$ cat config.mk
export PLATFORM = sky130hd
export DESIGN_NAME = ntriples_line_tokenizer_flat
export DESIGN_NICKNAME = d
export VERILOG_FILES = /design/src/rtl/ntlt_pkg.sv /design/src/rtl/ntlt_if.sv /design/src/rtl/ntlt_in_stage.sv /design/src/rtl/ntlt_parse.sv /design/src/rtl/ntlt_out_stage.sv /design/src/rtl/ntriples_line_tokenizer.sv /design/src/flat_wrapper.sv
export SDC_FILE = /design/constraint.sdc
export NUM_CORES = 1
export LEC_CHECK = 0
export BUFFER_PORTS_ARGS = -buffer_cell sky130_fd_sc_hd__buf_2
export CAP_MARGIN = 20
export CORE_MARGIN = 2
export CORE_UTILIZATION = 48
export CTS_CLUSTER_DIAMETER = 150
export DETAILED_ROUTE_END_ITERATION = 12
export PLACE_DENSITY = 0.73
export SLEW_MARGIN = 0
export SYNTH_ARGS = -nofsm -noshare
export SYNTH_HDL_FRONTEND = slang
export SYNTH_SLANG_ARGS = --single-unit
$ cat constraint.sdc
create_clock -name clk_i -period 1.44 [get_ports clk_i]
set_clock_uncertainty 0.05 [all_clocks]
set_input_delay 0.144 -clock clk_i [delete_from_list [all_inputs] [get_ports clk_i]]
set_output_delay 0.144 -clock clk_i [all_outputs]
set_load 0.05 [all_outputs]
$ cat src/rtl/ntlt_pkg.sv
// Shared constants and types of the N-Triples line tokenizer.
package ntlt_pkg;

  localparam int unsigned CharW = 8;
  localparam int unsigned LenW  = 3;

  localparam logic [CharW-1:0] CharBackslash = 8'h5C;
  localparam logic [CharW-1:0] CharQuote     = 8'h22;
  localparam logic [CharW-1:0] CharSpace     = 8'h20;
  localparam logic [CharW-1:0] CharHash      = 8'h23;
  localparam logic [LenW-1:0]  MinLength     = 3'd7;

  typedef enum logic {
    KIND_CHAR = 1'b0,
    KIND_EOL  = 1'b1
  } kind_e;

  typedef enum logic [1:0] {
    TAG_SUBJECT   = 2'd0,
    TAG_PREDICATE = 2'd1,
    TAG_OBJECT    = 2'd2,
    TAG_NONE      = 2'd3
  } field_tag_e;

endpackage

$ cat src/rtl/ntlt_if.sv
// Handshake channels for input beats and result beats.
interface ntlt_in_if;
  logic       valid;
  logic       ready;
  logic       kind;
  logic [7:0] char_in;

  modport source (output valid, kind, char_in, input ready);
  modport sink   (input valid, kind, char_in, output ready);
endinterface

interface ntlt_out_if;
  logic       valid;
  logic       ready;
  logic [7:0] char_out;
  logic [1:0] field_tag;
  logic       line_done;
  logic       line_valid;
  logic       object_literal;

  modport source (output valid, char_out, field_tag, line_done, line_valid, object_literal,
                  input ready);
  modport sink   (input valid, char_out, field_tag, line_done, line_valid, object_literal,
                  output ready);
endinterface

$ cat src/rtl/ntlt_in_stage.sv
// Input register stage: holds one accepted input beat.
module ntlt_in_stage import ntlt_pkg::*; (
  input  logic      clk_i,
  input  logic      rst_ni,
  ntlt_in_if.sink   in_i,
  ntlt_in_if.source out_o
);

  logic             valid_q;
  logic             kind_q;
  logic [CharW-1:0] char_q;

  assign in_i.ready = !valid_q || out_o.ready;

  always_ff @(posedge clk_i or negedge rst_ni) begin
    if (!rst_ni) begin
      valid_q <= 1'b0;
    end else if (in_i.ready) begin
      valid_q <= in_i.valid;
    end
  end

  always_ff @(posedge clk_i) begin
    if (in_i.valid && in_i.ready) begin
      kind_q <= in_i.kind;
      char_q <= in_i.char_in;
    end
  end

  assign out_o.valid   = valid_q;
  assign out_o.kind    = kind_q;
  assign out_o.char_in = char_q;

endmodule

$ cat src/rtl/ntlt_parse.sv
// Line state and per-beat tagging logic.
module ntlt_parse import ntlt_pkg::*; (
  input  logic       clk_i,
  input  logic       rst_ni,
  ntlt_in_if.sink    in_i,
  ntlt_out_if.source out_o
);

  logic            escape_q, escape_d;
  logic            quotes_q, quotes_d;
  logic [1:0]      closed_q, closed_d;
  logic            has_chars_q, has_chars_d;
  logic            literal_q, literal_d;
  logic [LenW-1:0] length_q, length_d;
  logic            hash_q, hash_d;
  logic            fire;
  logic            ok_shape;
  field_tag_e      tag;

  assign in_i.ready  = out_o.ready;
  assign out_o.valid = in_i.valid;
  assign fire        = in_i.valid && out_o.ready;
  assign ok_shape    = (length_q == MinLength) && !hash_q;

  always_comb begin
    escape_d    = escape_q;
    quotes_d    = quotes_q;
    closed_d    = closed_q;
    has_chars_d = has_chars_q;
    literal_d   = literal_q;
    length_d    = length_q;
    hash_d      = hash_q;
    tag         = TAG_NONE;
    if (in_i.kind == KIND_EOL) begin
      escape_d    = 1'b0;
      quotes_d    = 1'b0;
      closed_d    = 2'd0;
      has_chars_d = 1'b0;
      literal_d   = 1'b0;
      length_d    = '0;
      hash_d      = 1'b0;
    end else begin
      if (length_q == '0 && in_i.char_in == CharHash) begin
        hash_d = 1'b1;
      end
      if (length_q != MinLength) begin
        length_d = length_q + LenW'(1);
      end
      if (field_tag_e'(closed_q) != TAG_NONE) begin
        if (in_i.char_in == CharBackslash) begin
          escape_d    = !escape_q;
          has_chars_d = 1'b1;
          tag         = field_tag_e'(closed_q);
        end else begin
          escape_d = 1'b0;
          if (!escape_q && in_i.char_in == CharQuote) begin
            quotes_d    = !quotes_q;
            has_chars_d = 1'b1;
            tag         = field_tag_e'(closed_q);
            if (field_tag_e'(closed_q) == TAG_OBJECT && !quotes_q) begin
              literal_d = 1'b1;
            end
          end else if (in_i.char_in == CharSpace && !quotes_q) begin
            if (has_chars_q) begin
              closed_d = closed_q + 2'd1;
            end
            has_chars_d = 1'b0;
          end else begin
            has_chars_d = 1'b1;
            tag         = field_tag_e'(closed_q);
          end
        end
      end
    end
  end

  always_comb begin
    if (in_i.kind == KIND_EOL) begin
      out_o.char_out       = '0;
      out_o.field_tag      = TAG_NONE;
      out_o.line_done      = 1'b1;
      out_o.line_valid     = ok_shape && (field_tag_e'(closed_q) == TAG_NONE);
      out_o.object_literal = ok_shape && literal_q;
    end else begin
      out_o.char_out       = in_i.char_in;
      out_o.field_tag      = tag;
      out_o.line_done      = 1'b0;
      out_o.line_valid     = 1'b0;
      out_o.object_literal = 1'b0;
    end
  end

  always_ff @(posedge clk_i or negedge rst_ni) begin
    if (!rst_ni) begin
      escape_q    <= 1'b0;
      quotes_q    <= 1'b0;
      closed_q    <= 2'd0;
      has_chars_q <= 1'b0;
      literal_q   <= 1'b0;
      length_q    <= '0;
      hash_q      <= 1'b0;
    end else if (fire) begin
      escape_q    <= escape_d;
      quotes_q    <= quotes_d;
      closed_q    <= closed_d;
      has_chars_q <= has_chars_d;
      literal_q   <= literal_d;
      length_q    <= length_d;
      hash_q      <= hash_d;
    end
  end

endmodule

$ cat src/rtl/ntlt_out_stage.sv
// Result register stage: holds one result beat until it is taken.
module ntlt_out_stage import ntlt_pkg::*; (
  input  logic       clk_i,
  input  logic       rst_ni,
  ntlt_out_if.sink   in_i,
  ntlt_out_if.source out_o
);

  logic             valid_q;
  logic [CharW-1:0] char_q;
  logic [1:0]       tag_q;
  logic             done_q;
  logic             line_valid_q;
  logic             literal_q;

  assign in_i.ready = !valid_q || out_o.ready;

  always_ff @(posedge clk_i or negedge rst_ni) begin
    if (!rst_ni) begin
      valid_q <= 1'b0;
    end else if (in_i.ready) begin
      valid_q <= in_i.valid;
    end
  end

  always_ff @(posedge clk_i) begin
    if (in_i.valid && in_i.ready) begin
      char_q       <= in_i.char_out;
      tag_q        <= in_i.field_tag;
      done_q       <= in_i.line_done;
      line_valid_q <= in_i.line_valid;
      literal_q    <= in_i.object_literal;
    end
  end

  assign out_o.valid          = valid_q;
  assign out_o.char_out       = char_q;
  assign out_o.field_tag      = tag_q;
  assign out_o.line_done      = done_q;
  assign out_o.line_valid     = line_valid_q;
  assign out_o.object_literal = literal_q;

endmodule

$ cat src/rtl/ntriples_line_tokenizer.sv
// N-Triples line tokenizer: top level joining input stage, parser and result stage.
// Path: input register, then the combinational parser, then the result register.
// Throughput: one beat per cycle while out_o.ready is high; each of the input register
// and the result register takes a new beat when it is empty or its contents leave.
// Reset: asynchronous, active low; clears both stage valid bits and all line state.
module ntriples_line_tokenizer import ntlt_pkg::*; (
  input  logic       clk_i,
  input  logic       rst_ni,
  ntlt_in_if.sink    in_i,
  ntlt_out_if.source out_o
);

  ntlt_in_if  stage_in ();
  ntlt_out_if stage_res ();

  ntlt_in_stage u_in_stage (
    .clk_i  (clk_i),
    .rst_ni (rst_ni),
    .in_i   (in_i),
    .out_o  (stage_in)
  );

  ntlt_parse u_parse (
    .clk_i  (clk_i),
    .rst_ni (rst_ni),
    .in_i   (stage_in),
    .out_o  (stage_res)
  );

  ntlt_out_stage u_out_stage (
    .clk_i  (clk_i),
    .rst_ni (rst_ni),
    .in_i   (stage_res),
    .out_o  (out_o)
  );

  a_res_lands: assert property (@(posedge clk_i) disable iff (!rst_ni)
    (stage_res.valid && stage_res.ready) |=> out_o.valid)
    else $error("result beat lost between parser and result register");

  a_in_lands: assert property (@(posedge clk_i) disable iff (!rst_ni)
    (in_i.valid && in_i.ready) |=> stage_in.valid)
    else $error("input beat lost in input register");

  a_eol_shape: assert property (@(posedge clk_i) disable iff (!rst_ni)
    (out_o.valid && out_o.line_done) |->
      (out_o.field_tag == TAG_NONE && out_o.char_out == '0))
    else $error("end-of-line result carries byte data");

  a_byte_flags: assert property (@(posedge clk_i) disable iff (!rst_ni)
    (out_o.valid && !out_o.line_done) |-> (!out_o.line_valid && !out_o.object_literal))
    else $error("byte result carries line flags");

endmodule

$ cat src/flat_wrapper.sv
// flat-port wrapper written by rule: the top's interface ports become plain ports
module ntriples_line_tokenizer_flat import ntlt_pkg::*;
  (clk_i, rst_ni, in_i_valid, in_i_kind, in_i_char_in, in_i_ready, out_o_valid, out_o_char_out, out_o_field_tag, out_o_line_done, out_o_line_valid, out_o_object_literal, out_o_ready);
  ntlt_in_if in_i_i ();
  ntlt_out_if out_o_i ();
  input  logic clk_i;
  input  logic rst_ni;
  input wire logic [$bits(in_i_i.valid)-1:0] in_i_valid;
  input wire logic [$bits(in_i_i.kind)-1:0] in_i_kind;
  input wire logic [$bits(in_i_i.char_in)-1:0] in_i_char_in;
  output wire logic [$bits(in_i_i.ready)-1:0] in_i_ready;
  output wire logic [$bits(out_o_i.valid)-1:0] out_o_valid;
  output wire logic [$bits(out_o_i.char_out)-1:0] out_o_char_out;
  output wire logic [$bits(out_o_i.field_tag)-1:0] out_o_field_tag;
  output wire logic [$bits(out_o_i.line_done)-1:0] out_o_line_done;
  output wire logic [$bits(out_o_i.line_valid)-1:0] out_o_line_valid;
  output wire logic [$bits(out_o_i.object_literal)-1:0] out_o_object_literal;
  input wire logic [$bits(out_o_i.ready)-1:0] out_o_ready;
  assign in_i_i.valid = in_i_valid;
  assign in_i_i.kind = in_i_kind;
  assign in_i_i.char_in = in_i_char_in;
  assign in_i_ready = in_i_i.ready;
  assign out_o_valid = out_o_i.valid;
  assign out_o_char_out = out_o_i.char_out;
  assign out_o_field_tag = out_o_i.field_tag;
  assign out_o_line_done = out_o_i.line_done;
  assign out_o_line_valid = out_o_i.line_valid;
  assign out_o_object_literal = out_o_i.object_literal;
  assign out_o_i.ready = out_o_ready;
  ntriples_line_tokenizer u_core (.clk_i(clk_i), .rst_ni(rst_ni), .in_i(in_i_i), .out_o(out_o_i));
endmodule
==> impl_metrics.yaml, run 1 <==
finish:
  seq_area_sq_um: 962.2
  multiInputGateArea_sq_um: 563.0
  antennaDiodeCount: 0
  drive_gt1_share_pct: 45.03
  final_nets: 188
  synthToLayoutAreaGrowth_pct: 41.72
  fillers: 216
critical_path:
  worstPathArrival_ns: 1.78
  worstPathMaxFanout: 7
  end_kind: "register"
  cp-start-kind: "register"
  required_ns: 1.61
  critPathKind: "reg -> reg"
route:
  drc: 0
  drtPass1Iterations: 4
  postRouteWirelength_um: 3195
  drtIter0Drc: 12
  ant_nets: 0
  viasPerCell: 5.299
  wl_per_cell_um: 15.66
  num_vias: 1081
cts:
  root_buffer: "clkbuf_4"
  clockBufferDepth: 2
  cts_max_level: 2
  cts_tree: "done"
  cts_sinks: 34
  cts.clk_slew.worst_paths_ns: 0.10
  numCtsBuffers: 5
  insertion_delay_ns: 0.33
power:
  combPwrFrac_pct: 20.8
  clkPwrFrac_pct: 23.4
  p_per_area_nw_per_um2: 1009
  p_sw_share_pct: 28.69
  p_seq_share_pct: 55.8
  power.leakage_nw: 0.8597
  vdd_drop_max_v: 0.0007033
  p_sw_w: 0.0006016
  p_int_w: 0.001495
floorplan:
  start_util_pct: 49.24
  dieHeight_um: 59.27
  pin_count: 28
  fp.dieW_um: 59.27
  core_sq_um: 2978
  die_area_sq_um: 3513
  rows: 20
logic_synthesis:
  syn_nets: 123
  syn_area_per_cell_sq_um: 13.97
  synth_seq_cells: 34
  synth_area_sq_um: 1466
  synth_area_leader_cell: "edfxtp_1"
  async_flop_share_pct: 35.29
  synth_top_flop_cell: "edfxtp_1"
  yosysWarnings: 0
  synth-edff-count: 22
  synth_area_leaders: "edfxtp_1 (45%), dfrtp_1 (20%), nor2b_1 (4.7%)"
  synth_top_area_share_pct: 45.05
  synthDistinctLibCells: 36
  synthCells: 105
  ys_seq_area_share_pct: 65.53
timing:
  finalSetupViolCount: 7
  finalMaxSlewViolations: 0
  min_period_ns: 1.604
  fin_hold_ws_ns: 0.07707
  final.setup.tns_ns: -0.7094
  finalCritPeriodShare_pct: 111.4
  rsz0062_at_grt: "true"
  clock.fmax_mhz: 623.5
  setup_ws_ns: -0.1638
  finalHoldViolCount: 0
  relSlewSlack_pct: 81.00
  tightest_slew_ns: 0.2829
status:
  violations: "setup timing"
  status: "finished, violations left"
global_routing:
  grt_first_pass_wirelength_um: 4885
  antenna_found_initial: 0
  grt_max_degree: 14
  grt.overflow.total: 0
  grt_pass1_vias: 1087
  grt.total_usage_pct: 19.48
worst_hold_path:
  hold_path.class: "in -> reg"
flow_run:
  cap_violations: 0
place:
  io_buffers: 27
  pre_cts_ws_ns: -0.1509
  routabilityCongestion: 0.8699
  dpl.hpwl_um: 2105
==> cell usage in the layout (no fill, tap or decap), types with 2 or more instances in the layout <==
cell type / n
edfxtp_1: 22
buf_4: 20
dfrtp_1: 11
clkbuf_4: 6
ha_2: 2
nor2b_4: 2
nand2b_1: 3
o21ai_0: 3
buf_2: 26
dlygate4sd3_1: 11
nor3_1: 4
o21ai_1: 2
nand2_1: 3
clkbuf_1: 3
inv_1: 3
ha_1: 2
a22o_1: 2
nor4_4: 2
nor2b_1: 9
buf_6: 2
and4b_1: 2
==> layout make-up <==
| cell class | count | share of cell area [%] |
|---|---|---|
| clock buffer | 8 | 2.348 |
| inverter | 5 | 1.084 |
| multi-input combinational | 63 | 27.09 |
| sequential | 34 | 46.30 |
| tap | 33 | 1.987 |
| timing repair buffer | 61 | 21.19 |
==> logic make-up (layout without fill, tap and decap cells) <==
kind of cell	after synthesis	in the layout	synth area share, %
flops	34	34	65.53
simple gates	42	42	19.54
buf+inv	8	74	2.218
compound gates	15	15	7.680
fa+ha+maj	5	5	4.266
mux	1	1	0.7679
==> critical path: stages (launching register included) <==
cell,delay [ns]
dfrtp_1,0.43
ha_4,0.20
or3_4,0.33
or2_1,0.27
o41ai_2,0.21
==> state kept, by name, indices dropped and copies added, names as in the netlist <==
register / count
u_core.u_parse.closed_q: 2
u_core.u_out_stage.out_o.object_literal: 1
u_core.u_out_stage.out_o.field_tag: 2
u_core.u_in_stage.out_o.valid: 1
u_core.u_parse.has_chars_q: 1
u_core.u_out_stage.out_o.valid: 1
u_core.u_out_stage.out_o.line_done: 1
u_core.u_in_stage.out_o.kind: 1
u_core.u_parse.escape_q: 1
u_core.u_out_stage.out_o.line_valid: 1
u_core.u_parse.hash_q: 1
u_core.u_parse.length_q: 3
u_core.u_parse.quotes_q: 1
u_core.u_in_stage.out_o.char_in: 8
u_core.u_parse.literal_q: 1
u_core.u_out_stage.out_o.char_out: 8
==> synthesized netlist by cell type (2+ instances only) <==
master / n
nor2b_1: 11
dfrtp_1: 12
a22o_1: 2
o21ai_0: 3
nor4_1: 2
and4b_1: 2
inv_1: 5
buf_2: 2
nand2b_1: 3
and2_1: 2
nand3_1: 2
ha_1: 5
o21ai_1: 3
nor3_1: 4
edfxtp_1: 22
nand2_1: 4
or4_1: 2
==> power groups by stage <==
stage,combinational [W],clock [W],sequential (W)
after global routing,0.000468,0.000534,0.00118
final,0.000436,0.000490,0.00117
after global placement,0.000350,0,0.00118
after floorplan,0.000128,0,0.00129
after CTS,0.000399,0.000495,0.00117
after detailed placement,0.000364,0,0.00119
==> repair_timing <==
action | CTS | global route
setup endpoints to repair | 9 | 11
pin swaps | 6 | 1
setup buffers | 3 | 5
resized for setup | 8 | 12
endpoints found under the hold margin | 22 | 0
hold buffers | 11 | 0
==> stage by stage <==
stage | utilization (%) | area [sq um] | power (W) | cells
final | 69.79 | 2078 | 0.002097 | 204
after global routing | 69.79 | 2078 | 0.002180 | 204
after CTS | 67.02 | 1996 | 0.002061 | 200
after detailed placement | 59.83 | 1782 | 0.001553 | 178
after global placement | 59.83 | 1782 | 0.001534 | 178
after floorplan | - | 1486 | 0.001416 | 105
==> metal layers <==
metal | track usage (%) | vias up | part of all wire, %
li1 | - | 529 | -
met1 | 21.59 | 521 | 41
met2 | 34.54 | 26 | 55
met3 | 7.205 | 5 | 3.3
met4 | 5.844 | 0 | 1.2
met5 | 0 | - | 0
==> worst paths after layout <==
| path | startpoint | to | slack (ns) | cells after the start |
|---|---|---|---|---|
| setup / recovery | u_core.u_parse.closed_q[0] | u_core.u_parse.quotes_q | -0.16 | 4 |
| hold / removal | out_o_ready | u_core.u_in_stage.out_o.valid | 0.08 | 3 |
| setup reg to reg | u_core.u_parse.closed_q[0] | u_core.u_parse.quotes_q | -0.16 | 4 |
| hold reg to reg | u_core.u_parse.hash_q | u_core.u_parse.hash_q | 0.47 | 1 |
| max in group asynchronous | rst_ni | u_core.u_parse.quotes_q | 0.94 | 2 |
| min in group asynchronous | rst_ni | u_core.u_parse.closed_q[1] | 0.16 | 2 |
Power figures use the tool's default switching activity.
==> run 2: changes to the inputs <==
--- a/config.mk
+++ b/config.mk
@@ -5,13 +5,14 @@
 export SDC_FILE = /design/constraint.sdc
 export NUM_CORES = 1
 export LEC_CHECK = 0
+export ABC_AREA = 1
 export BUFFER_PORTS_ARGS = -buffer_cell sky130_fd_sc_hd__buf_2
 export CAP_MARGIN = 20
 export CORE_MARGIN = 2
-export CORE_UTILIZATION = 48
+export CORE_UTILIZATION = 30
 export CTS_CLUSTER_DIAMETER = 150
 export DETAILED_ROUTE_END_ITERATION = 12
-export PLACE_DENSITY = 0.73
+export PLACE_DENSITY = 0.5
 export SLEW_MARGIN = 0
 export SYNTH_ARGS = -nofsm -noshare
 export SYNTH_HDL_FRONTEND = slang
==> run 2 against run 1 <==
The run now ends clean. Routed wire length fell by 13%. Synthesized area rose by 3.8%. Die area rose by 61%. Via count fell by 0.65%. Flip-flop and latch count did not move. Highest routed layer unchanged.
==> impl_metrics.yaml, run 2 <==
floorplan:
  core_sq_um: 4817
  pin_count: 28
  start_util_pct: 31.58
  dieHeight_um: 75.22
  die_area_sq_um: 5657
  fp.dieW_um: 75.22
  rows: 25
finish:
  final_cell_mix: "nor2_1 (27), buf_2 (27), nand2_1 (24)"
  synthToLayoutAreaGrowth_pct: 33.14
  final_util_pct: 42.05
  antennaDiodeCount: 0
  drive_gt1_share_pct: 26.94
  final_nets: 210
flow_run:
  cap_violations: 0
cts:
  cts_max_level: 2
  cts.clk_slew.worst_paths_ns: 0.06
  clockBufferDepth: 2
  cts_sinks: 34
  insertion_delay_ns: 0.28
  cts_tree: "done"
  root_buffer: "clkbuf_8"
  numCtsBuffers: 5
critical_path:
  worstReg2RegStart: "u_core.u_parse.closed_q[0]"
  critPathKind: "reg -> reg"
  end_kind: "register"
  reg2reg_depth: 7
  worstPathMaxFanout: 4
  r2r-end: "u_core.u_parse.quotes_q"
  regToRegSetupSlack_ns: 0.11
  endpoint: "u_core.u_parse.quotes_q"
  cp-start-kind: "register"
  worstPathArrival_ns: 1.45
  required_ns: 1.56
  startpoint: "u_core.u_parse.closed_q[0]"
route:
  drc: 0
  wl_met1_um: 1214
  ant_nets: 0
  postRouteWirelength_um: 2795
  highest_layer: "met4"
  num_vias: 1074
  drtPass1Iterations: 4
  wl_met3_um: 141
  wl_met2_um: 1373
  wl_per_cell_um: 10.75
  drtIter0Drc: 72
  viasPerCell: 4.131
logic_synthesis:
  synthTopCellsByCount: "nor2_1 (27), nand2_1 (24), edfxtp_1 (22), inv_1 (22), dfrtp_1 (12)"
  async_flop_share_pct: 35.29
  syn_nets: 164
  yosysWarnings: 0
  synth-edff-count: 22
  synth_top_flop_cell: "edfxtp_1"
  synth_top_area_share_pct: 43.42
  synth_area_sq_um: 1521
  synth_area_leaders: "edfxtp_1 (43%), dfrtp_1 (20%), nor2_1 (6.7%)"
  synth_seq_cells: 34
  yosysMostFrequentCell: "nor2_1"
  synthCells: 146
  ys_seq_area_share_pct: 63.16
  syn_area_per_cell_sq_um: 10.42
  synth_area_leader_cell: "edfxtp_1"
  synthDistinctLibCells: 19
global_routing:
  grt_max_degree: 15
  antenna_found_initial: 0
  grt.overflow.total: 0
  grt.total_usage_pct: 11.29
  grt_first_pass_wirelength_um: 4588
  grt_pass1_vias: 1029
worst_hold_path:
  hold_path.class: "in -> reg"
status:
  status: "finished, final reports clean"
timing:
  finalCritPeriodShare_pct: 92.11
  final.setup.tns_ns: 0
  finalHoldViolCount: 0
  finalMaxSlewViolations: 0
  finalSetupViolCount: 0
  relSlewSlack_pct: 78.77
  min_period_ns: 1.326
  rsz0062_at_grt: "false"
  clock.fmax_mhz: 753.9
  tightest_slew_ns: 0.3181
power:
  power.leakage_nw: 0.9150
  vdd_drop_max_v: 0.0004492
  p_per_area_nw_per_um2: 1506
place:
  io_buffers: 27
  routabilityCongestion: 0.8198
  dpl.hpwl_um: 2130
==> run 2: cell types whose count changed after synthesis, sizes merged, moves of 4 or more <==
| cell | before | now |
|---|---|---|
| inv | 5 | 24 |
| nor2 | 0 | 27 |
| nor2b | 11 | 0 |
| nand3 | 2 | 11 |
| nand2 | 4 | 28 |
| a21oi | 0 | 4 |
==> run 2: final cells by class <==
class / count / area [sq um]
repair buffers: 40 / 270.3
flip-flops and latches: 34 / 963.4
well taps: 67 / 83.83
inverters: 24 / 90.09
clock buffers: 6 / 82.58
multi-input cells: 87 / 475.5
fillers: 495 / 2791
clock inverters: 2 / 60.06
==> run 2: power by group <==
part	switching [W]	internal (W)
combinational	0.000454	0.000219
sequential	0.0000977	0.00121
clock	0.000335	0.000738
total	0.000887	0.00216
==> run 2: cell families (layout without fill, tap and decap cells) <==
family / Yosys count / count (layout) / synth area share [%]
simple gates: 71 / 71 / 20.39
flops: 34 / 34 / 63.16
buf+inv: 25 / 72 / 6.415
compound gates: 11 / 11 / 5.921
fa+ha+maj: 5 / 5 / 4.112
==> run 2: critical path: stages (launching register included) <==
cell and delay (ns):
dfrtp_1 0.42, ha_1 0.24, inv_2 0.09, nand3_1 0.12, inv_1 0.10, nand3_1 0.08
nand2_1 0.08, nor2_1 0.04
==> run 2: layer usage <==
layer  track usage, %  vias to the layer above
li1                 -                      563
met1            13.28                      481
met2            17.84                       24
met3            4.150                        6
met4            6.433                        0
met5                0                        -
==> run 2: worst min path at each step <==
| stage | start | to | cells past startpoint |
|---|---|---|---|
| after CTS | in_i_valid | u_core.u_in_stage.out_o.valid | 3 |
| after detailed placement | rst_ni | u_core.u_parse.closed_q[1] | 1 |
| final | in_i_valid | u_core.u_in_stage.out_o.valid | 3 |
| after global placement | rst_ni | u_core.u_parse.closed_q[1] | 1 |
| after floorplan | rst_ni | u_core.u_in_stage.out_o.valid | 0 |
| after global routing | in_i_valid | u_core.u_in_stage.out_o.valid | 3 |
==> run 2: per-stage QoR <==
step	power, W	instance area, sq um	instances	hold WS [ns]	setup WS [ns]
2_1_floorplan	0.001793	1535	146	-0.2016	0.003257
3_3_place_gp	0.001945	1782	242	-0.004111	0.1259
3_5_place_dp	0.001983	1782	242	-0.005132	0.09304
4_1_cts	0.003086	2024	260	0.05224	0.07173
5_1_grt	0.003208	2026	260	0.07954	0.02082
6_report	0.003051	2026	260	0.06198	0.1136
==> run 2: repair_timing <==
item / 4_1_cts / 5_1_grt
hold buffers: 10 / 0
setup endpoints to repair: 0 / 2
hold endpoints to repair: 21 / 0
gates resized for setup: 0 / 2
setup buffers: 0 / 0
==> run 3: changes to the inputs <==
--- a/config.mk
+++ b/config.mk
@@ -9,10 +9,10 @@
 export BUFFER_PORTS_ARGS = -buffer_cell sky130_fd_sc_hd__buf_2
 export CAP_MARGIN = 20
 export CORE_MARGIN = 2
-export CORE_UTILIZATION = 30
+export CORE_UTILIZATION = 49
 export CTS_CLUSTER_DIAMETER = 150
 export DETAILED_ROUTE_END_ITERATION = 12
-export PLACE_DENSITY = 0.5
+export PLACE_DENSITY = 0.74
 export SLEW_MARGIN = 0
 export SYNTH_ARGS = -nofsm -noshare
 export SYNTH_HDL_FRONTEND = slang
==> run 3 against run 2 <==
Sequential share of layout area grew 2.7 points. Fmax shrank 4.3%. Non-clock buffer count increased by 3. Sequential power about the same. Routed wire length shrank 4.2%. Flip-flop and latch count did not move. Critical path depth decreased by 5. Clock power fell by 49%. Worst hold slack better by 0.016 ns. Combinational power down 0.7%. Critical path type is now reg -> out. Critical endpoint is now in_i_ready. Largest cell class unchanged. Largest power group unchanged. Highest routed layer unchanged.
==> impl_metrics.yaml, run 3 (synthesized netlist as in run 2, its figures left out) <==
route:
  drc: 0
  num_vias: 1122
  postRouteWirelength_um: 2679
  drtIter0Drc: 16
  viasPerCell: 4.900
  ant_nets: 0
  wl_per_cell_um: 11.70
  drtPass1Iterations: 4
global_routing:
  grtUsageMet2_pct: 26.71
  grt_first_pass_wirelength_um: 4222
  use_met3_pct: 7.143
  grt.overflow.total: 0
  antenna_found_initial: 0
  busiest_layer: "met2"
  grt.total_usage_pct: 17.12
  grt_max_degree: 14
  grtUsageMet1_pct: 20.29
  grt_pass1_vias: 977
floorplan:
  dieHeight_um: 59.72
  fp.dieW_um: 59.72
  start_util_pct: 50.67
  pin_count: 28
  die_area_sq_um: 3566
  rows: 20
  core_sq_um: 3003
finish:
  synthToLayoutAreaGrowth_pct: 25.82
  final_nets: 213
  final_cell_count_no_fill: 229
  fillers: 240
  drive_gt1_share_pct: 27.04
  antennaDiodeCount: 0
  final_cell_mix: "nor2_1 (27), buf_2 (27), nand2_1 (24)"
place:
  routabilityCongestion: 0.8799
  pre_cts_ws_ns: 0.09947
  placedCellCount: 208
  dpl.hpwl_um: 1956
  io_buffers: 27
critical_path:
  end_kind: "output port"
  worstPathArrival_ns: 1.19
  cp-start-kind: "register"
  worstPathMaxFanout: 5
  required_ns: 1.25
  regToRegSetupSlack_ns: 0.08
  critPathKind: "reg -> out"
timing:
  min_period_ns: 1.386
  finalMaxSlewViolations: 0
  tightest_slew_ns: 0.3312
  final.setup.tns_ns: 0
  finalCritPeriodShare_pct: 96.24
  finalSetupViolCount: 0
  clock.fmax_mhz: 721.6
  finalHoldViolCount: 0
  relSlewSlack_pct: 77.90
  setup_ws_ns: 0.05417
  fin_hold_ws_ns: 0.07766
cts:
  root_buffer: "clkbuf_4"
  cts_sinks: 34
  cts.clk_slew.worst_paths_ns: 0.10
  cts_max_level: 2
  insertion_delay_ns: 0.34
  numCtsBuffers: 5
  clockBufferDepth: 2
  cts_tree: "done"
flow_run:
  cap_violations: 0
power:
  vdd_drop_max_v: 0.0008472
  power.leakage_nw: 0.8873
  p_per_area_nw_per_um2: 1318
status:
  status: "finished, final reports clean"
worst_hold_path:
  hold_path.class: "in -> reg"
run 3: final timing paths:
| kind | start | to | cells after the start |
|---|---|---|---|
| setup / recovery | u_core.u_in_stage.out_o.valid | in_i_ready | 2 |
| hold / removal | out_o_ready | u_core.u_in_stage.out_o.valid | 4 |
| setup reg to reg | u_core.u_in_stage.out_o.char_in[0] | u_core.u_parse.closed_q[0] | 8 |
| hold reg to reg | u_core.u_parse.has_chars_q | u_core.u_parse.has_chars_q | 2 |
| max in group asynchronous | rst_ni | u_core.u_out_stage.out_o.valid | 2 |
| min in group asynchronous | rst_ni | u_core.u_parse.hash_q | 2 |
run 3: per-stage QoR:
| stage | cell area, sq um | total power (W) | utilization, % |
|---|---|---|---|
| 2_1_floorplan | 1535 | 0.001793 | - |
| 4_1_cts | 1897 | 0.002526 | 63.17 |
| 3_3_place_gp | 1727 | 0.001928 | 57.50 |
| 3_5_place_dp | 1727 | 0.001967 | 57.50 |
| 6_report | 1914 | 0.002524 | 63.75 |
| 5_1_grt | 1914 | 0.002664 | 63.75 |
run 3: power breakdown:
part / total, W / switching [W] / internal [W] / leakage, nW
logic: 0.000668 / 0.000451 / 0.000217 / 0.485
registers: 0.00131 / 0.000102 / 0.00121 / 0.367
clock network: 0.000548 / 0.000312 / 0.000236 / 0.0353
total: 0.00252 / 0.000865 / 0.00166 / 0.887
run 3: critical path, cell delays in order (launching register included):
cell,delay [ns]
dfrtp_1,0.47
nand3_4,0.12
buf_2,0.26
run 3: cell type report:
type / instances / area, sq um / area share (%)
inverter: 24 / 90.09 / 4.706
timing repair buffer: 43 / 282.8 / 14.77
multi-input combinational: 87 / 478.0 / 24.97
clock buffer: 7 / 55.05 / 2.876
sequential: 34 / 962.2 / 50.26
clock inverter: 1 / 5.005 / 0.2614
tap: 33 / 41.29 / 2.157
run 3: routing by layer:
metal  part of all wire, %  routed length [um]
met1                    44                1181
met2                    50                1331
met3                   4.1                 110
met4                   2.1                  55
met5                     0                   0
run 3: timing repair:
item | CTS | global route
hold buffers | 11 | 0
buffers inserted | 0 | 2
endpoints found under the hold margin | 22 | 0
setup endpoints to repair | 0 | 3
resized for setup | 0 | 2
